**config.mk**
```make
export PLATFORM = sky130hd
export DESIGN_NAME = roundtrip_window_average_stats
export DESIGN_NICKNAME = d
export VERILOG_FILES = /design/src/rtl/rwas_pkg.sv /design/src/rtl/rwas_alu.sv /design/src/rtl/roundtrip_window_average_stats.sv
export VERILOG_INCLUDE_DIRS = /design/src /design/src/rtl
export SDC_FILE = /design/constraint.sdc
export NUM_CORES = 1
export LEC_CHECK = 0
export BUFFER_PORTS_ARGS = -buffer_cell sky130_fd_sc_hd__buf_2
export CORE_ASPECT_RATIO = 0.7
export CORE_MARGIN = 2
export CORE_UTILIZATION = 54
export DETAILED_ROUTE_END_ITERATION = 7
export PLACE_DENSITY_LB_ADDON = 0.25
export SETUP_SLACK_MARGIN = 0.2
export SYNTH_ARGS = -nofsm -noshare
export SYNTH_HDL_FRONTEND = slang
export SYNTH_SLANG_ARGS = --single-unit
```
**constraint.sdc**
```tcl
create_clock -name clock -period 10.1 [get_ports clock]
set_clock_uncertainty 0.05 [all_clocks]
set_input_delay 1.01 -clock clock [delete_from_list [all_inputs] [get_ports clock]]
set_output_delay 1.01 -clock clock [all_outputs]
set_load 0.01 [all_outputs]
```
**src/rtl/roundtrip_window_average_stats_assert.svh**
```systemverilog
`ifndef ROUNDTRIP_WINDOW_AVERAGE_STATS_ASSERT_SVH
`define ROUNDTRIP_WINDOW_AVERAGE_STATS_ASSERT_SVH

// Both macros sample on the rising edge of clock and are off while reset is high.

`define RWAS_ASSERT(lbl, prop, msg) \
   lbl: assert property (@(posedge clock) disable iff (reset) (prop)) \
      else $error(msg);

`define RWAS_ASSERT_NEXT(lbl, ante, cons, msg) \
   lbl: assert property (@(posedge clock) disable iff (reset) (ante) |=> (cons)) \
      else $error(msg);

`endif

```
**src/rtl/rwas_pkg.sv**
```systemverilog
package rwas_pkg;

   localparam int WINDOW_DEFAULT = 8;
   localparam int SAMPLE_W       = 16;
   localparam int ALU_W          = SAMPLE_W + 7;

   localparam logic ACT_ADD   = 1'b0;
   localparam logic ACT_CLEAR = 1'b1;

   typedef struct packed {
      logic                action;
      logic [SAMPLE_W-1:0] sample_ms;
   } req_type;

   typedef struct packed {
      logic [SAMPLE_W-1:0] average_ms;
      logic [SAMPLE_W-1:0] max_ms;
      logic [SAMPLE_W-1:0] min_ms;
      logic                stats_valid;
   } rsp_type;

   typedef struct packed {
      logic             sub;
      logic [ALU_W-1:0] op_a;
      logic [ALU_W-1:0] op_b;
   } alu_in_type;

   typedef struct packed {
      logic [ALU_W-1:0] result;
      logic             borrow;
   } alu_out_type;

endpackage

```
**src/rtl/rwas_alu.sv**
```systemverilog
module rwas_alu
   import rwas_pkg::*;
(
   input  alu_in_type  alu_in,
   output alu_out_type alu_out
);

   logic [ALU_W-1:0] op_b_eff;
   logic [ALU_W:0]   total;

   assign op_b_eff = alu_in.sub ? ~alu_in.op_b : alu_in.op_b;
   assign total    = {1'b0, alu_in.op_a} + {1'b0, op_b_eff} + (ALU_W + 1)'(alu_in.sub);

   assign alu_out.result = total[ALU_W-1:0];
   assign alu_out.borrow = alu_in.sub & ~total[ALU_W];

endmodule

```
**src/rtl/roundtrip_window_average_stats.sv**
```systemverilog
// Channel    Ports                               Direction  Payload
// request    req_valid, req_ready, req_data      in         req_type
// response   rsp_valid, rsp_ready, rsp_data      out        rsp_type
//
// An add request, once accepted, makes one pass over the window, then takes one
// quotient bit a cycle, all on one shared adder/subtractor. A clear request goes
// straight to the response step. Reset zeroes the window, the minimum and the
// maximum but not the average; there is no clearing pass.
// A finished response waits in the output register while the next request is
// accepted; the block stalls only at its last step if that register is still full.
`include "roundtrip_window_average_stats_assert.svh"

module roundtrip_window_average_stats
   import rwas_pkg::*;
#(
   parameter int WINDOW = WINDOW_DEFAULT
)(
   input  logic    clock,
   input  logic    reset,
   input  logic    req_valid,
   output logic    req_ready,
   input  req_type req_data,
   output logic    rsp_valid,
   input  logic    rsp_ready,
   output rsp_type rsp_data
);

   localparam int SUM_W  = SAMPLE_W + $clog2(WINDOW);
   localparam int CNT_W  = $clog2(WINDOW + 1);
   localparam int STEP_W = $clog2((SUM_W > WINDOW) ? SUM_W : WINDOW);

   typedef enum logic [2:0] {
      ST_IDLE,
      ST_SUM,
      ST_DIV,
      ST_MIN,
      ST_MAX,
      ST_DONE
   } state_type;

   state_type           state_ff, state_in;
   logic                rsp_valid_ff, rsp_valid_in;
   rsp_type             rsp_ff, rsp_in;
   logic [SAMPLE_W-1:0] win_ff [WINDOW];
   logic [SAMPLE_W-1:0] win_in [WINDOW];
   logic [SAMPLE_W-1:0] max_ff, max_in;
   logic [SAMPLE_W-1:0] min_ff, min_in;
   logic                present_ff, present_in;
   logic [SAMPLE_W-1:0] avg_ff, avg_in;
   logic [SUM_W-1:0]    acc_ff, acc_in;
   logic [CNT_W-1:0]    rem_ff, rem_in;
   logic [CNT_W-1:0]    cnt_ff, cnt_in;
   logic [STEP_W-1:0]   step_ff, step_in;
   logic [CNT_W:0]      rem_shift;
   alu_in_type          alu_in;
   alu_out_type         alu_out;

   rwas_alu u_alu (
      .alu_in  (alu_in),
      .alu_out (alu_out)
   );

   assign req_ready = (state_ff == ST_IDLE);
   assign rsp_valid = rsp_valid_ff;
   assign rsp_data  = rsp_ff;
   assign rem_shift = {rem_ff, acc_ff[SUM_W-1]};

   always_comb begin
      state_in     = state_ff;
      rsp_valid_in = rsp_valid_ff;
      rsp_in       = rsp_ff;
      win_in       = win_ff;
      max_in       = max_ff;
      min_in       = min_ff;
      present_in   = present_ff;
      avg_in       = avg_ff;
      acc_in       = acc_ff;
      rem_in       = rem_ff;
      cnt_in       = cnt_ff;
      step_in      = step_ff;
      alu_in       = '0;
      if (rsp_valid_ff && rsp_ready) begin
         rsp_valid_in = 1'b0;
      end
      unique case (state_ff)
         ST_IDLE: begin
            if (req_valid) begin
               if (req_data.action == ACT_CLEAR) begin
                  for (int i = 0; i < WINDOW; i++) begin
                     win_in[i] = '0;
                  end
                  max_in     = '0;
                  min_in     = '0;
                  present_in = 1'b0;
                  avg_in     = '0;
                  state_in   = ST_DONE;
               end else begin
                  for (int i = 0; i < WINDOW - 1; i++) begin
                     win_in[i] = win_ff[i+1];
                  end
                  win_in[WINDOW-1] = req_data.sample_ms;
                  acc_in   = '0;
                  cnt_in   = '0;
                  step_in  = '0;
                  state_in = ST_SUM;
               end
            end
         end
         ST_SUM: begin
            alu_in.op_a = ALU_W'(acc_ff);
            alu_in.op_b = ALU_W'(win_ff[0]);
            // The new sample reaches the head on the last pass and always counts.
            if (win_ff[0] != '0 || step_ff == STEP_W'(WINDOW - 1)) begin
               acc_in = alu_out.result[SUM_W-1:0];
               cnt_in = cnt_ff + CNT_W'(1);
            end
            for (int i = 0; i < WINDOW - 1; i++) begin
               win_in[i] = win_ff[i+1];
            end
            win_in[WINDOW-1] = win_ff[0];
            if (step_ff == STEP_W'(WINDOW - 1)) begin
               step_in  = '0;
               rem_in   = '0;
               state_in = ST_DIV;
            end else begin
               step_in = step_ff + STEP_W'(1);
            end
         end
         ST_DIV: begin
            alu_in.sub  = 1'b1;
            alu_in.op_a = ALU_W'(rem_shift);
            alu_in.op_b = ALU_W'(cnt_ff);
            if (alu_out.borrow) begin
               rem_in = rem_shift[CNT_W-1:0];
               acc_in = {acc_ff[SUM_W-2:0], 1'b0};
            end else begin
               rem_in = alu_out.result[CNT_W-1:0];
               acc_in = {acc_ff[SUM_W-2:0], 1'b1};
            end
            if (step_ff == STEP_W'(SUM_W - 1)) begin
               state_in = ST_MIN;
            end else begin
               step_in = step_ff + STEP_W'(1);
            end
         end
         ST_MIN: begin
            avg_in      = acc_ff[SAMPLE_W-1:0];
            alu_in.sub  = 1'b1;
            alu_in.op_a = ALU_W'(acc_ff[SAMPLE_W-1:0]);
            alu_in.op_b = ALU_W'(min_ff);
            if (!present_ff) begin
               max_in     = win_ff[WINDOW-1];
               min_in     = acc_ff[SAMPLE_W-1:0];
               present_in = 1'b1;
            end else if (alu_out.borrow) begin
               min_in = acc_ff[SAMPLE_W-1:0];
            end
            state_in = ST_MAX;
         end
         ST_MAX: begin
            alu_in.sub  = 1'b1;
            alu_in.op_a = ALU_W'(max_ff);
            alu_in.op_b = ALU_W'(avg_ff);
            if (alu_out.borrow) begin
               max_in = avg_ff;
            end
            state_in = ST_DONE;
         end
         ST_DONE: begin
            if (!rsp_valid_ff || rsp_ready) begin
               rsp_valid_in       = 1'b1;
               rsp_in.average_ms  = avg_ff;
               rsp_in.max_ms      = max_ff;
               rsp_in.min_ms      = min_ff;
               rsp_in.stats_valid = present_ff;
               state_in           = ST_IDLE;
            end
         end
         default: begin
            state_in = ST_IDLE;
         end
      endcase
   end

   always_ff @(posedge clock) begin
      if (reset) begin
         state_ff     <= ST_IDLE;
         rsp_valid_ff <= 1'b0;
         for (int i = 0; i < WINDOW; i++) begin
            win_ff[i] <= '0;
         end
         max_ff       <= '0;
         min_ff       <= '0;
         present_ff   <= 1'b0;
      end else begin
         state_ff     <= state_in;
         rsp_valid_ff <= rsp_valid_in;
         rsp_ff       <= rsp_in;
         win_ff       <= win_in;
         max_ff       <= max_in;
         min_ff       <= min_in;
         present_ff   <= present_in;
      end
   end

   always_ff @(posedge clock) begin
      avg_ff  <= avg_in;
      acc_ff  <= acc_in;
      rem_ff  <= rem_in;
      cnt_ff  <= cnt_in;
      step_ff <= step_in;
   end

   `RWAS_ASSERT(a_min_le_max, !present_ff || (min_ff <= max_ff), "minimum above maximum")
   `RWAS_ASSERT(a_empty_zero, present_ff || (max_ff == '0 && min_ff == '0),
                "statistics not zero while empty")
   `RWAS_ASSERT(a_div_rem, state_ff != ST_DIV || (cnt_ff != '0 && rem_ff < cnt_ff),
                "division remainder out of range")
   `RWAS_ASSERT(a_rsp_clear_zero,
                !rsp_valid_ff || rsp_ff.stats_valid ||
                (rsp_ff.average_ms == '0 && rsp_ff.max_ms == '0 && rsp_ff.min_ms == '0),
                "clear response carries nonzero statistics")
   `RWAS_ASSERT_NEXT(a_accept_busy, req_valid && req_ready, state_ff != ST_IDLE,
                     "request accepted without leaving idle")

endmodule
```
# Yosys cells after proc, flatten, opt, wreduce, memory -nomap -nowiden
# Index checks and enable logic that the tools add are counted.
# classes
add_sub_neg,4
mul,0
div,0
n_lt_le_gt_ge,0
eq_ne,18
shift,0
mux,44
bitwise_logic,4
reduce_logical,22
# ops
operator,count
$mux 128,2
$pmux 128 s2,1
$pmux 42 s4,1
$mux 16,6
$pmux 16 s2,2
$mux 19,3
$pmux 19 s3,1
$pmux 16 s3,1
$add 19x23->24,1
$add 24x1->24,1
$mux 23,1
$not 23->23,1
$mux 4,5
$mux 5,4
$reduce_and 4->1,5
$ne 2x2->1 const B,9
$pmux 3 s6,1
$pmux 4 s2,2
$reduce_bool 16->1,1
$mux 3,5
$pmux 5 s3,1
$mux 1,7
$eq 3x2->1 const B,2
$eq 3x3->1 const B,2
20 further kinds,27
# totals
register_bits,262
latchBits,0
ramBits,0
mem_bits_ro,0
out_inout_bits,51
memories,0

# Depth between registers and ports, before layout
# logic_depth
ltp_word,11
mapped_depth,19

# By module
# A second synthesis with hierarchy kept.
# hier_totals
cells_unflattened,1128
hier_area_um2,11537.3
# modules_own_cells
module,instances,cells_per_inst,area_per_inst_um2,seq_area_each_um2
roundtrip_window_average_stats,1,934,10083.4,6216.0
rwas_alu,1,194,1453.9,0.0

# Least setup slack after synthesis
# OpenSTA, ideal clock, no wires.
# synth_path
path_kind,in2reg
startpoint,in reset
endpoint,"reg rsp_ff, in the netlist rsp_data[0], enable pin"
setup_ps,526
t_arrival_ps,5215
path_slack_ps,4308
path_stages,4
n_path_buf,3
path_cell_list,clkbuf_1 -> clkbuf_1 -> clkbuf_1 -> nor3b_1
# synth_via
elab_chain_len,2
# synth_lines
element,line_no,rtl
start: declaration,roundtrip_window_average_stats.sv:19,"input logic reset,"
$not 1->1 (no line),-,
$reduce_and 3->1 (no line),-,
end signal: assignment,roundtrip_window_average_stats.sv:198,rsp_ff <= rsp_in;
end: declaration,roundtrip_window_average_stats.sv:43,"rsp_type rsp_ff, rsp_in;"
# No other way between the ends.
# A chain may end at the register's enable or synchronous reset.

# Final worst setup path
# layout_path
startpoint,reg state_ff[0]
endpoint,reg acc_ff[16] (data pin)
# layout_via
elab_chain_len,8
# layout_lines
element,line_no,rtl
start: declaration,roundtrip_window_average_stats.sv:41,"state_type state_ff, state_in;"
start signal: assignment,roundtrip_window_average_stats.sv:196,state_ff <= state_in;
$eq 3x3->1 (tied with other cells),roundtrip_window_average_stats.sv:85,unique case (state_ff)
$pmux 42 s4 / $reduce_or 3->1 (equally long branches),-,
$not 23->23 / $mux 1 (equally long branches),"rwas_alu.sv:11, roundtrip_window_average_stats.sv:85",
$mux 23,rwas_alu.sv:11,assign op_b_eff = alu_in.sub ? ~alu_in.op_b : alu_in.op_b;
$add 19x23->24,rwas_alu.sv:12,"assign total = {1'b0, alu_in.op_a} + {1'b0, op_b_eff} + (ALU_W + 1)'(alu_in.sub);"
$add 24x1->24,rwas_alu.sv:12,
$mux 19,roundtrip_window_average_stats.sv:113,if (win_ff[0] != '0 || step_ff == STEP_W'(WINDOW - 1)) begin
$pmux 19 s3 (*),roundtrip_window_average_stats.sv:85,
named net acc_in[16],roundtrip_window_average_stats.sv:50,"logic [SUM_W-1:0] acc_ff, acc_in;"
end signal: assignment,roundtrip_window_average_stats.sv:208,acc_ff <= acc_in;
end: declaration,roundtrip_window_average_stats.sv:50,
# The timed path passes the listed nets; every way through them passes the cells marked *. The select of a mux whose other input is x is not followed.

==> results.ini <==
[logic_synthesis]
synth_area_per_cell_um2=9.54
ys_seq_area_share_pct=53.0
ys_ff_latch=262
synthArstFlopShare_pct=0
syn_area_um2=11700
syn-num-nets=1271
syn_inst=1228
yosysUniqueCellTypes=61
synth_warnings=0
synth-edff-count=97
synthFlopType=dfxtp_1

[run]
drv_cap=0

[sta]
slew_headroom_pct=18.4
rsz0062_at_grt=no
max_clock_freq_mhz=203
min_period_over_period_pct=48.8
drv_slew=0
fin_crit_ns=4.93
setup-tns-final_ns=0
setup_violations=0
final-hold-violation-count=0
worstMarginPinSlew_ns=1.19
setup_ws_ns=5.17

[power]
power.leakage_nw=4.74
irDropWorstVdd_uv=107
power_density_nw_per_um2=189

[worst_setup_path]
arrival_ns=5.14
cp_slowest_stage_delay_ns=1.04
critPathMaxFanout=52
worstSetupPathType=reg -> reg
cp-start-kind=flop
crit_chain=buf_4 -> nor2_1 -> nand2_1 -> o22ai_1 -> ha_1 -> a2111oi_0 -> o21ai_0 -> a2111oi_0 -> nor3b_1 -> o31ai_1 -> xor2_1 -> o21ai_0
critPathBufInv=1
critPathTopFamily=compound AO/OA/AOI/OAI gates
crit_slowest_cell=a2111oi_0
worst_setup_path_end_kind=flop
crit_required_ns=10.31

[finish]
final_cell_mix=dfxtp_1, nand2_1, a21oi_1
seqCellArea_um2=6220
n_antenna_cell=0
fin_cells=1548
drive_gt1_share_pct=12.0
multiInputGateArea_um2=5110
fin_area_um2=13100
fin_nets=1289
syn_to_final_growth_pct=11.8
nFillCells=1818
postLayoutCoreUtil_pct=60.9
final_common_cell=dfxtp_1

[drt]
initialDrtViolationCount=1360
finalWirelength_mm=31.0
wl_per_cell_um=20.0
viasPerCell=6.16
postRouteAntennaNets=0
drt_drc_violations_left=0
first_pass_iters=6
num_vias=9529

[die]
initial_core_util_pct=54.5
die_x_um=180
core_area_um2=21500
rows=45
io_pins=72
design.die.area_um2=22900
die_h_um=127

[cts]
insertion_delay_ns=0.55
cts_buffer_depth=3
clk_pin_slew_ns=0.07
cts_buffers=26
cts_resized=0
root_buffer=clkbuf_16
cts_num_sinks=262
cts_tree=built
htreeDepth=1
holdBufCountCts=0
post_cts_buffers=0

[placement]
hpwlAfterDp_mm=20.2
pre_cts_slack_ns=5.36
io_buffers=71
dp.cells=1500
routabilityCongestion=0.969
placed_area_um2=12200

[global_route]
grtUsageTotal_pct=26.1
antenna_found_initial=0
overflow=0
grt_pass1_wl_mm=47.9
grt_pass1_vias=8343
grt_max_degree=124

[outcome]
status=completed

[hold_path]
hp-class=reg -> reg

worst reg2reg max path, cell delays in order, from the launching register on:
cell	delay (ns)
dfxtp_2	0.31
buf_4	0.28
nor2_1	0.59
nand2_1	0.45
o22ai_1	0.28
ha_1	0.37
a2111oi_0	0.37
o21ai_0	0.20
a2111oi_0	1.04
nor3b_1	0.18
o31ai_1	0.29
xor2_1	0.16
o21ai_0	0.08
logic make-up (layout without fill, tap and decap cells):
| logic type | count (synthesis) | count (layout) | share of synthesized area, % |
|---|---|---|---|
| muxes | 35 | 35 | 3.20 |
| and+or+nand+nor | 482 | 482 | 20.0 |
| DFF | 262 | 262 | 53.0 |
| AOI/OAI and AO/OA | 299 | 299 | 16.2 |
| xor gates and xnor gates | 18 | 18 | 1.35 |
| buffers and inverters | 110 | 148 | 3.76 |
| adders and majority gates | 22 | 22 | 2.41 |
through the flow:
stage | power (mW) | hold slack (ns)
after global placement | 1.49 | 0.389
after global routing | 2.56 | 0.415
after CTS | 2.48 | 0.402
after floorplan | 1.41 | 0.368
after detailed placement | 1.50 | 0.394
final | 2.48 | 0.402
where the power goes:
| part | switching (mW) | internal, mW | total (mW) |
|---|---|---|---|
| combinational | 0.228 | 0.0843 | 0.313 |
| clock | 0.415 | 0.579 | 0.994 |
| sequential | 0.0366 | 1.14 | 1.17 |
| total | 0.680 | 1.80 | 2.48 |
layer usage:
metal	track usage [%]	wire length, µm	up-vias
met5	0	0	-
met4	8.11	893	0
met3	6.27	3130	59
met2	35.4	12400	429
met1	40.7	14500	4567
li1	-	-	4474
cell usage after synthesis (all sizes together) (6+ instances only):
library cell    n  area, µm²
a22oi          31        233
and3           28        175
edfxtp         97       2910
buf            16       87.6
nor3           21        105
clkbuf         83        312
xor2           13        114
nor3b           6       56.3
mux2           17        195
o21ai          31        155
nor2           55        206
a222oi          6       60.1
a22o            7       61.3
nand3         122        611
nor2b          20        125
and2            8       50.1
dfxtp         165       3300
ha             21        263
o22ai          13       81.3
inv            11       41.3
o31ai           6       50.1
nand2b         34        213
a21o           10       75.1
nand2         164        616
a21oi         143        716
a32o           10        100
a211oi         17        140
mux2i          18        180
registers in the layout, summed over array words and instances (netlist names), 3 cells and up:
name      flops
acc_ff       19
avg_ff       16
cnt_ff        4
max_ff       16
min_ff       16
rem_ff        4
rsp_data     49
state_ff      3
step_ff       5
win_ff      128
worst paths after layout:
check              start    endpoint  slack [ns]  cells after the start
max          state_ff[0]  acc_ff[16]        5.17                     12
min           win_ff[65]  win_ff[65]        0.40                      2
max reg2reg  state_ff[0]  acc_ff[16]        5.17                     12
min reg2reg   win_ff[65]  win_ff[65]        0.40                      2
layout make-up:
cell class                      count  share of cell area [%]
Sequential cell                   262                    47.4
Multi-Input combinational cell    856                    39.0
Clock buffer                       42                    6.21
Timing Repair Buffer               89                    3.79
Tap cell                          282                    2.69
Clock inverter                      6                   0.563
Inverter                           11                   0.315
Note: power is estimated with default switching activity, not from simulation.
